## src/hdl/fpl10_pkg.sv

```systemverilog
`timescale 1ns / 1ps
package fpl10_pkg;

  // Operand width and the normalizing shift count.
  localparam int INPUT_BITS = 16;
  localparam int SHIFT_W    = $clog2(INPUT_BITS);
  localparam int SPAN_W     = INPUT_BITS + 1;
  localparam int FULL_SPAN  = 1 << INPUT_BITS;

  // Scale of the gap: k = x * 10000 / 65536.
  localparam int SCALE        = 10000;
  localparam int SCALE_W      = 14;
  localparam int KSCALE_SHIFT = 16;

  // Widths of the intermediate values over the nonzero operand range.
  localparam int K_W     = 13;  // k up to 5000
  localparam int SQ_W    = 25;  // k*k up to 25e6
  localparam int K33_W   = 18;  // k*33 up to 165000
  localparam int Q20_W   = 11;  // sq/20000 up to 1250
  localparam int Q10_W   = 12;  // sq/10000 up to 2500
  localparam int Q100K_W = 8;   // sq/100000 up to 250
  localparam int Q33_W   = 11;  // k*33/100 up to 1650
  localparam int P1_W    = 22;  // product up to 4125000
  localparam int P2_W    = 16;  // product up to 62500
  localparam int P1Q_W   = 9;   // up to 412
  localparam int P2Q_W   = 8;   // up to 156
  localparam int T_W     = 13;  // series sum up to 6818
  localparam int TM_W    = 27;  // t*10000 up to 68180000
  localparam int TQ_W    = 12;  // t*10000/23025 up to 2961
  localparam int OUT_W   = 16;

  // Series and conversion constants.
  localparam int K33_MUL   = 33;
  localparam int DIV_SQ_A  = 20000;
  localparam int DIV_SQ_B  = 10000;
  localparam int DIV_SQ_C  = 100000;
  localparam int DIV_K33   = 100;
  localparam int DIV_P1    = 10000;
  localparam int DIV_P2    = 400;
  localparam int DIV_LN10  = 23025;
  localparam int LOG_TOP   = 48165;
  localparam int LOG2_STEP = 3010;

  // Truncated reciprocals: floor(2^W / d), where W covers the dividend.
  // The estimate (a * recip) >> W is the true quotient or one below it.
  localparam int RECIP_W = 16;
  localparam logic [RECIP_W-1:0] RECIP_SQ_A = RECIP_W'((64'd1 << SQ_W) / DIV_SQ_A);
  localparam logic [RECIP_W-1:0] RECIP_SQ_B = RECIP_W'((64'd1 << SQ_W) / DIV_SQ_B);
  localparam logic [RECIP_W-1:0] RECIP_SQ_C = RECIP_W'((64'd1 << SQ_W) / DIV_SQ_C);
  localparam logic [RECIP_W-1:0] RECIP_K33  = RECIP_W'((64'd1 << K33_W) / DIV_K33);
  localparam logic [RECIP_W-1:0] RECIP_P1   = RECIP_W'((64'd1 << P1_W) / DIV_P1);
  localparam logic [RECIP_W-1:0] RECIP_P2   = RECIP_W'((64'd1 << P2_W) / DIV_P2);
  localparam logic [RECIP_W-1:0] RECIP_LN10 = RECIP_W'((64'd1 << TM_W) / DIV_LN10);

  // Cycles from an accepted beat to its result strobe.
  localparam int PIPE_DEPTH = 14;

  // Control that travels with each beat down the pipeline.
  typedef struct packed {
    logic               valid;
    logic               zero;
    logic [SHIFT_W-1:0] shifts;
  } item_ctl_t;

endpackage

```

## src/hdl/fixed_point_log10.sv

```systemverilog
`timescale 1ns / 1ps
// Channel   Handshake                Payload
// input     start, accepted if !busy operand     [15:0] unsigned
// result    done, one-cycle strobe   log_scaled  [15:0] unsigned
//
// A beat is taken on every clock edge where start is high and busy is low.
// Results come out one per beat, in order, after fourteen register stages,
// none of which holds more than one multiply on any path through it.
// Throughput is one beat per clock; busy is high only during reset and
// the first cycle after it. Synchronous reset clears the valid bits of
// all stages. The result side has no back pressure, so nothing ever stalls.
module fixed_point_log10 (
  input  logic                                clk,
  input  logic                                rst,
  input  logic                                start,
  output logic                                busy,
  input  logic [fpl10_pkg::INPUT_BITS-1:0]    operand,
  output logic                                done,
  output logic [fpl10_pkg::OUT_W-1:0]         log_scaled
);
  import fpl10_pkg::*;

  logic            in_valid;
  item_ctl_t       norm_ctl;
  logic [K_W-1:0]  norm_k;
  item_ctl_t       series_ctl;
  logic [T_W-1:0]  series_t;

  // The pipeline takes a beat every cycle once out of reset.
  always_ff @(posedge clk) begin
    if (rst) begin
      busy <= 1'b1;
    end else begin
      busy <= 1'b0;
    end
  end

  assign in_valid = start && !busy;

  // Normalize and scale the gap.
  fpl10_norm u_norm (
    .clk      (clk),
    .rst      (rst),
    .in_valid (in_valid),
    .operand  (operand),
    .out_ctl  (norm_ctl),
    .k        (norm_k)
  );

  // Four-term series for the natural logarithm.
  fpl10_series u_series (
    .clk     (clk),
    .rst     (rst),
    .in_ctl  (norm_ctl),
    .k       (norm_k),
    .out_ctl (series_ctl),
    .t       (series_t)
  );

  // Base conversion and shift correction.
  fpl10_conv u_conv (
    .clk        (clk),
    .rst        (rst),
    .in_ctl     (series_ctl),
    .t          (series_t),
    .done       (done),
    .log_scaled (log_scaled)
  );

endmodule

```

## src/hdl/fpl10_norm.sv

```systemverilog
`timescale 1ns / 1ps
module fpl10_norm (
  input  logic                                 clk,
  input  logic                                 rst,
  input  logic                                 in_valid,
  input  logic [fpl10_pkg::INPUT_BITS-1:0]     operand,
  output fpl10_pkg::item_ctl_t                 out_ctl,
  output logic [fpl10_pkg::K_W-1:0]            k
);
  import fpl10_pkg::*;

  logic [SHIFT_W-1:0]         lead_next;
  item_ctl_t                  s1_ctl;
  logic [INPUT_BITS-1:0]      s1_operand;
  logic [INPUT_BITS-1:0]      norm_y;
  item_ctl_t                  s2_ctl;
  logic [SPAN_W-1:0]          s2_x;
  logic [SPAN_W+SCALE_W-1:0]  k_prod;

  // Leading zero count: the highest set bit wins.
  always_comb begin
    lead_next = '0;
    for (int i = 0; i < INPUT_BITS; i++) begin
      if (operand[i]) lead_next = SHIFT_W'(INPUT_BITS - 1 - i);
    end
  end

  // Stage 1: register the operand with its shift count.
  always_ff @(posedge clk) begin
    if (rst) begin
      s1_ctl <= '0;
    end else begin
      s1_ctl.valid  <= in_valid;
      s1_ctl.zero   <= (operand == '0);
      s1_ctl.shifts <= lead_next;
    end
    s1_operand <= operand;
  end

  // Stage 2: shift the top bit into place and form the gap to full span.
  assign norm_y = s1_operand << s1_ctl.shifts;

  always_ff @(posedge clk) begin
    if (rst) begin
      s2_ctl <= '0;
    end else begin
      s2_ctl <= s1_ctl;
    end
    s2_x <= SPAN_W'(FULL_SPAN) - {1'b0, norm_y};
  end

  // Stage 3: scale the gap, k = x * 10000 / 65536.
  assign k_prod = s2_x * SCALE_W'(SCALE);

  always_ff @(posedge clk) begin
    if (rst) begin
      out_ctl <= '0;
    end else begin
      out_ctl <= s2_ctl;
    end
    k <= K_W'(k_prod >> KSCALE_SHIFT);
  end

endmodule

```

## src/hdl/fpl10_series.sv

```systemverilog
`timescale 1ns / 1ps
module fpl10_series (
  input  logic                         clk,
  input  logic                         rst,
  input  fpl10_pkg::item_ctl_t         in_ctl,
  input  logic [fpl10_pkg::K_W-1:0]    k,
  output fpl10_pkg::item_ctl_t         out_ctl,
  output logic [fpl10_pkg::T_W-1:0]    t
);
  import fpl10_pkg::*;

  // Stage A: square and times 33.
  item_ctl_t                 a_ctl;
  logic [K_W-1:0]            a_k;
  logic [SQ_W-1:0]           a_sq;
  logic [K33_W-1:0]          a_k33;
  logic [2*K_W-1:0]          sq_full;
  // Stage B: quotient estimates.
  item_ctl_t                 b_ctl;
  logic [K_W-1:0]            b_k;
  logic [SQ_W-1:0]           b_sq;
  logic [K33_W-1:0]          b_k33;
  logic [Q20_W-1:0]          b_e20;
  logic [Q10_W-1:0]          b_e10;
  logic [Q100K_W-1:0]        b_e100k;
  logic [Q33_W-1:0]          b_e33;
  logic [SQ_W+RECIP_W-1:0]   m20;
  logic [SQ_W+RECIP_W-1:0]   m10;
  logic [SQ_W+RECIP_W-1:0]   m100k;
  logic [K33_W+RECIP_W-1:0]  m33;
  // Stage C: corrected quotients.
  item_ctl_t                 c_ctl;
  logic [K_W-1:0]            c_k;
  logic [Q20_W-1:0]          c_q20;
  logic [Q10_W-1:0]          c_q10;
  logic [Q100K_W-1:0]        c_q100k;
  logic [Q33_W-1:0]          c_q33;
  logic [SQ_W-1:0]           r20;
  logic [SQ_W-1:0]           r10;
  logic [SQ_W-1:0]           r100k;
  logic [K33_W-1:0]          r33;
  // Stage D: cross products.
  item_ctl_t                 d_ctl;
  logic [K_W-1:0]            d_k;
  logic [Q20_W-1:0]          d_q20;
  logic [P1_W-1:0]           d_p1;
  logic [P2_W-1:0]           d_p2;
  // Stage E: estimates of the cross-term quotients.
  item_ctl_t                 e_ctl;
  logic [K_W-1:0]            e_k;
  logic [Q20_W-1:0]          e_q20;
  logic [P1_W-1:0]           e_p1;
  logic [P2_W-1:0]           e_p2;
  logic [P1Q_W-1:0]          e_e1;
  logic [P2Q_W-1:0]          e_e2;
  logic [P1_W+RECIP_W-1:0]   m1;
  logic [P2_W+RECIP_W-1:0]   m2;
  // Stage F: corrected cross-term quotients.
  item_ctl_t                 f_ctl;
  logic [K_W-1:0]            f_k;
  logic [Q20_W-1:0]          f_q20;
  logic [P1Q_W-1:0]          f_q1;
  logic [P2Q_W-1:0]          f_q2;
  logic [P1_W-1:0]           r1;
  logic [P2_W-1:0]           r2;

  // Stage A: k squared and k times 33.
  assign sq_full = k * k;

  always_ff @(posedge clk) begin
    if (rst) begin
      a_ctl <= '0;
    end else begin
      a_ctl <= in_ctl;
    end
    a_k   <= k;
    a_sq  <= SQ_W'(sq_full);
    a_k33 <= K33_W'(k * K33_W'(K33_MUL));
  end

  // Stage B: reciprocal estimates of the four first-level quotients.
  assign m20   = a_sq * RECIP_SQ_A;
  assign m10   = a_sq * RECIP_SQ_B;
  assign m100k = a_sq * RECIP_SQ_C;
  assign m33   = a_k33 * RECIP_K33;

  always_ff @(posedge clk) begin
    if (rst) begin
      b_ctl <= '0;
    end else begin
      b_ctl <= a_ctl;
    end
    b_k     <= a_k;
    b_sq    <= a_sq;
    b_k33   <= a_k33;
    b_e20   <= Q20_W'(m20 >> SQ_W);
    b_e10   <= Q10_W'(m10 >> SQ_W);
    b_e100k <= Q100K_W'(m100k >> SQ_W);
    b_e33   <= Q33_W'(m33 >> K33_W);
  end

  // Stage C: each estimate is at most one low; a remainder at or above
  // the divisor bumps it.
  assign r20   = b_sq - SQ_W'(b_e20 * DIV_SQ_A);
  assign r10   = b_sq - SQ_W'(b_e10 * DIV_SQ_B);
  assign r100k = b_sq - SQ_W'(b_e100k * DIV_SQ_C);
  assign r33   = b_k33 - K33_W'(b_e33 * DIV_K33);

  always_ff @(posedge clk) begin
    if (rst) begin
      c_ctl <= '0;
    end else begin
      c_ctl <= b_ctl;
    end
    c_k     <= b_k;
    c_q20   <= (r20 >= SQ_W'(DIV_SQ_A)) ? b_e20 + Q20_W'(1) : b_e20;
    c_q10   <= (r10 >= SQ_W'(DIV_SQ_B)) ? b_e10 + Q10_W'(1) : b_e10;
    c_q100k <= (r100k >= SQ_W'(DIV_SQ_C)) ? b_e100k + Q100K_W'(1) : b_e100k;
    c_q33   <= (r33 >= K33_W'(DIV_K33)) ? b_e33 + Q33_W'(1) : b_e33;
  end

  // Stage D: products feeding the cubic and quartic terms.
  always_ff @(posedge clk) begin
    if (rst) begin
      d_ctl <= '0;
    end else begin
      d_ctl <= c_ctl;
    end
    d_k   <= c_k;
    d_q20 <= c_q20;
    d_p1  <= P1_W'(c_q10) * P1_W'(c_q33);
    d_p2  <= P2_W'(c_q100k) * P2_W'(c_q100k);
  end

  // Stage E: reciprocal estimates of the cubic and quartic terms.
  assign m1 = d_p1 * RECIP_P1;
  assign m2 = d_p2 * RECIP_P2;

  always_ff @(posedge clk) begin
    if (rst) begin
      e_ctl <= '0;
    end else begin
      e_ctl <= d_ctl;
    end
    e_k   <= d_k;
    e_q20 <= d_q20;
    e_p1  <= d_p1;
    e_p2  <= d_p2;
    e_e1  <= P1Q_W'(m1 >> P1_W);
    e_e2  <= P2Q_W'(m2 >> P2_W);
  end

  // Stage F: correct the cubic and quartic quotients.
  assign r1 = e_p1 - P1_W'(e_e1 * DIV_P1);
  assign r2 = e_p2 - P2_W'(e_e2 * DIV_P2);

  always_ff @(posedge clk) begin
    if (rst) begin
      f_ctl <= '0;
    end else begin
      f_ctl <= e_ctl;
    end
    f_k   <= e_k;
    f_q20 <= e_q20;
    f_q1  <= (r1 >= P1_W'(DIV_P1)) ? e_e1 + P1Q_W'(1) : e_e1;
    f_q2  <= (r2 >= P2_W'(DIV_P2)) ? e_e2 + P2Q_W'(1) : e_e2;
  end

  // Stage G: sum of the four series terms.
  always_ff @(posedge clk) begin
    if (rst) begin
      out_ctl <= '0;
    end else begin
      out_ctl <= f_ctl;
    end
    t <= T_W'(f_k) + T_W'(f_q20) + T_W'(f_q1) + T_W'(f_q2);
  end

endmodule

```

## src/hdl/fpl10_conv.sv

```systemverilog
`timescale 1ns / 1ps
module fpl10_conv (
  input  logic                          clk,
  input  logic                          rst,
  input  fpl10_pkg::item_ctl_t          in_ctl,
  input  logic [fpl10_pkg::T_W-1:0]     t,
  output logic                          done,
  output logic [fpl10_pkg::OUT_W-1:0]   log_scaled
);
  import fpl10_pkg::*;

  item_ctl_t                 h_ctl;
  logic [TM_W-1:0]           h_tm;
  item_ctl_t                 i_ctl;
  logic [TM_W-1:0]           i_tm;
  logic [TQ_W-1:0]           i_est;
  logic [TM_W+RECIP_W-1:0]   m_ln10;
  item_ctl_t                 j_ctl;
  logic [TQ_W-1:0]           j_tq;
  logic [TM_W-1:0]           r_ln10;
  logic [OUT_W-1:0]          result_next;

  // Stage H: scale the series sum by 10000.
  always_ff @(posedge clk) begin
    if (rst) begin
      h_ctl <= '0;
    end else begin
      h_ctl <= in_ctl;
    end
    h_tm <= TM_W'(t * TM_W'(SCALE));
  end

  // Stage I: reciprocal estimate of the divide by 2.3025 (times 10000).
  assign m_ln10 = h_tm * RECIP_LN10;

  always_ff @(posedge clk) begin
    if (rst) begin
      i_ctl <= '0;
    end else begin
      i_ctl <= h_ctl;
    end
    i_tm  <= h_tm;
    i_est <= TQ_W'(m_ln10 >> TM_W);
  end

  // Stage J: correct the estimate by one where the remainder allows.
  assign r_ln10 = i_tm - TM_W'(i_est * DIV_LN10);

  always_ff @(posedge clk) begin
    if (rst) begin
      j_ctl <= '0;
    end else begin
      j_ctl <= i_ctl;
    end
    j_tq <= (r_ln10 >= TM_W'(DIV_LN10)) ? i_est + TQ_W'(1) : i_est;
  end

  // Stage K: take the term from the top value and remove 3010 per shift.
  // A zero operand gives zero; an operand with its top bit set has no shift.
  always_comb begin
    if (j_ctl.zero) begin
      result_next = '0;
    end else begin
      result_next = OUT_W'(LOG_TOP) - OUT_W'(j_tq) - OUT_W'(LOG2_STEP * j_ctl.shifts);
    end
  end

  always_ff @(posedge clk) begin
    if (rst) begin
      done <= 1'b0;
    end else begin
      done <= j_ctl.valid;
    end
    log_scaled <= result_next;
  end

endmodule

```

## config.mk

```make
export PLATFORM = sky130hd
export DESIGN_NAME = fixed_point_log10
export DESIGN_NICKNAME = d
export VERILOG_FILES = /design/src/hdl/fpl10_pkg.sv /design/src/hdl/fixed_point_log10.sv /design/src/hdl/fpl10_norm.sv /design/src/hdl/fpl10_series.sv /design/src/hdl/fpl10_conv.sv
export SDC_FILE = /design/constraint.sdc
export NUM_CORES = 2
export LEC_CHECK = 0
export ABC_AREA = 0
export BUFFER_PORTS_ARGS = -buffer_cell sky130_fd_sc_hd__buf_2
export CORE_ASPECT_RATIO = 1.5
export CORE_MARGIN = 2
export CORE_UTILIZATION = 40
export CTS_BUF_LIST = sky130_fd_sc_hd__clkbuf_2
export CTS_CLUSTER_SIZE = 25
export DETAILED_ROUTE_END_ITERATION = 8
export SKIP_CTS_REPAIR_TIMING = 1
export SYNTH_ARGS = -nofsm -noshare
export SYNTH_HDL_FRONTEND = slang
export SYNTH_HIERARCHICAL = 1
export SYNTH_SLANG_ARGS = --single-unit
```

## constraint.sdc

```tcl
create_clock -name clk -period 14.1 [get_ports clk]
set_input_delay 2.115 -clock clk [delete_from_list [all_inputs] [get_ports clk]]
set_output_delay 2.115 -clock clk [all_outputs]
set_load 0.01 [all_outputs]
```

==> results.sh <==
export IMPL_yosysWarnings=6
export IMPL_fin_setup_tns_ps=0
export IMPL_grt_antenna_before_repair=5
export IMPL_grt_pass1_wl_um=260000
export IMPL_drcViolationCount=0
export IMPL_place_area_mm2=0.0743
export IMPL_cp_end_kind="register"
export IMPL_cts_root_buf="clkbuf_2"
export IMPL_num_rows=190
export IMPL_fp_dieH_um=522
export IMPL_drt_initial_drc_count=1477
export IMPL_setup_slack_ps=6420
export IMPL_max_slew_margin_pct=28.7
export IMPL_min_from="u_series/e_k[8]"
export IMPL_synth_top_area_share_pct=25.6
export IMPL_setup_worst_path_start="u_series/b_e10[4]"
export IMPL_grt_overflow=0
export IMPL_fin_area_mm2=0.0758
export IMPL_die_area_mm2=0.182
export IMPL_finalSetupViolCount=0
export IMPL_ys_flop_type="dfxtp_1"
export IMPL_ff2ff_path_depth=26
export IMPL_rr_endpoint="u_series/c_q10[11]"
export IMPL_slew_viol_final=0
export IMPL_cts_tree="built"
export IMPL_cp_num_cells=26
export IMPL_netlist_instances=7278
export IMPL_io_pins=37
export IMPL_register_area_mm2=0.0118
export IMPL_drt_wl_total_um=156000
export IMPL_ant_nets=0
export IMPL_vias=48800
export IMPL_die_width_um=349
export IMPL_crit_slowest_cell="nand4b_1"
export IMPL_critPathLaunchType="register"
export IMPL_yosysTopAreaCell="ha_1"
export IMPL_grt_usage_pct=17.7
export IMPL_pre_cts_ws_ps=6470
export IMPL_multi_input_area_mm2=0.0531
export IMPL_dpl_hpwl_um=133000
export IMPL_cp_top_family="adder cells"
export IMPL_critPathBufInv=4
export IMPL_yosys_top_cells_area="ha_1 26%, fa_1 25%, dfxtp_1 17%"
export IMPL_async_reset_ff_share_pct=0
export IMPL_grt_start_max_net_pins=77
export IMPL_finClkSkew_ps=186
export IMPL_port_buffers=36
export IMPL_avgSynthCellArea_um2=9.82
export IMPL_final_nets=9797
export IMPL_h_tree_depth=4
export IMPL_first_global_vias=53500
export IMPL_start_util_pct=40.2
export IMPL_drive_gt1_share_pct=4.67
export IMPL_wl_per_cell_um=15.8
export IMPL_synth_edf_count=0
export IMPL_synth_most_common_cell="inv_1"
export IMPL_rrSetupSlack_ps=6420
export IMPL_path_clk_slew_ps=100
export IMPL_worst_pin_slew_ps=1070
export IMPL_yosys_top_cells_count="1666 x inv_1, 1461 x ha_1, 910 x fa_1, 591 x dfxtp_1, 288 x nand2_1"
export IMPL_status="completed"
export IMPL_cts_path_max_buffers=3
export IMPL_core_mm2=0.178
export IMPL_area_growth_syn_to_layout_pct=6.00
export IMPL_critical_path_max_stage_delay_ps=620
export IMPL_worst_ep_arrival_time_ps=9130
export IMPL_reg2reg_from="u_series/b_e10[4]"
export IMPL_worstPathMaxFanout=13
export IMPL_insertion_delay_ps=1620
export IMPL_gp_congestion=0.885
export IMPL_ys_types=106
export IMPL_hold_path_class="reg2reg"
export IMPL_fillers=17300
export IMPL_rsz0062_at_grt="no"
export IMPL_viasPerCell=4.96
export IMPL_synth_seq_cells=591
export IMPL_finalCritPeriodShare_pct=54.4
export IMPL_crit_type="reg2reg"
export IMPL_cap_violations=0
export IMPL_ys_seq_area_share_pct=16.5
export IMPL_post_route_min_period_ps=7680
export IMPL_netlist_area_mm2=0.0715
export IMPL_critPathCapture="u_series/c_q10[11]"
export IMPL_first_pass_iters=6
export IMPL_fmax_mhz=130
export IMPL_finalHoldViolCount=0
export IMPL_cts_num_sinks=591
export IMPL_cts_buffers=156
export IMPL_worstPathRequired_ps=15550
-- cell families after synthesis --
kind of cell,after synthesis,synth area share (%)
adder cells (fa/ha/maj),2371,51.0
buffers and inverters,1750,9.28
AND/OR/NAND/NOR,1178,8.51
AO/OA/AOI/OAI,932,8.81
flip-flops,591,16.5
XOR/XNOR,413,5.06
multiplexers,41,0.737
other,2,0.0105
-- area by class of cell --
cell class              instances  share of cell area [%]
diodes                          6                  0.0198
clock inverters                75                   0.667
multi-input cells            4946                    70.0
repair buffers                 45                   0.327
well taps                    2304                    3.80
inverters                    1667                    8.26
clock buffers                 196                    1.29
flip-flops and latches        591                    15.6
-- how the worst min path moves through the flow --
stage	to	slack (ps)	cells after the start
after floorplan	u_series/b_k[10]	310	0
after global placement	u_series/c_k[12]	310	0
after detailed placement	u_series/c_k[10]	310	0
after CTS	u_series/f_q20[5]	290	0
after global routing	u_series/f_q20[5]	290	0
final	u_series/f_k[8]	280	0
-- state kept, by name, indices dropped and copies added, names as in the netlist, 12 cells and up --
name / count
u_conv/h_tm: 23
u_conv/i_tm: 23
u_series/a_sq: 23
u_series/d_p1: 22
u_series/b_sq: 21
u_series/a_k33: 18
u_series/b_k33: 18
u_series/e_p1: 18
u_norm/s2_x: 17
u_conv/log_scaled: 16
u_norm/s1_operand: 16
u_series/d_p2: 15
u_norm/k: 13
u_series/c_k: 13
u_series/d_k: 13
u_series/e_k: 13
u_series/f_k: 13
u_series/t: 13
u_conv/i_est: 12
u_conv/j_tq: 12
u_series/b_e10: 12
u_series/c_q10: 12
u_series/e_p2: 12
-- metal layers --
| metal | GRT usage (%) | wire length (µm) |
|---|---|---|
| met5 | 0 | 18 |
| met4 | 8.05 | 6960 |
| met1 | 17.5 | 56300 |
| met2 | 36.0 | 88900 |
| met3 | 1.86 | 3560 |
-- placed cells by master, fill, tap and decap left out, drive strengths merged, types with 13 or more instances in the layout --
master,Yosys,final
mux2,14,14
nor2b,139,139
mux2i,20,20
nand3b,14,14
nand3,69,69
clkbuf,65,196
a21o,108,108
nor2,218,218
a31oi,26,26
o31ai,14,14
inv,1666,1674
a211oi,44,44
xnor2,285,285
and2,133,133
fa,910,910
a21boi,24,24
o21a,55,55
buf,18,45
dfxtp,591,591
o211ai,33,33
a311oi,15,15
o21ai,159,159
or2,16,16
nand2b,45,45
nor4,19,19
nor3,93,93
nand4,39,39
a21oi,258,258
xor2,128,128
a211o,13,13
nand2,288,288
a2111oi,21,21
or3,31,31
clkinv,1,63
o21bai,45,45
ha,1461,1461
and3,30,30
-- stage by stage --
stage,cells,hold WS (ps),utilization (%)
5_1_grt,9827,295,42.6
2_1_floorplan,7287,310,-
3_5_place_dp,9553,312,41.7
3_3_place_gp,9553,310,41.7
4_1_cts,9824,288,42.6
6_report,9830,285,42.6
Power is not shown: default switching activity piles up to over one toggle a cycle in this logic, so the estimate is an artifact.
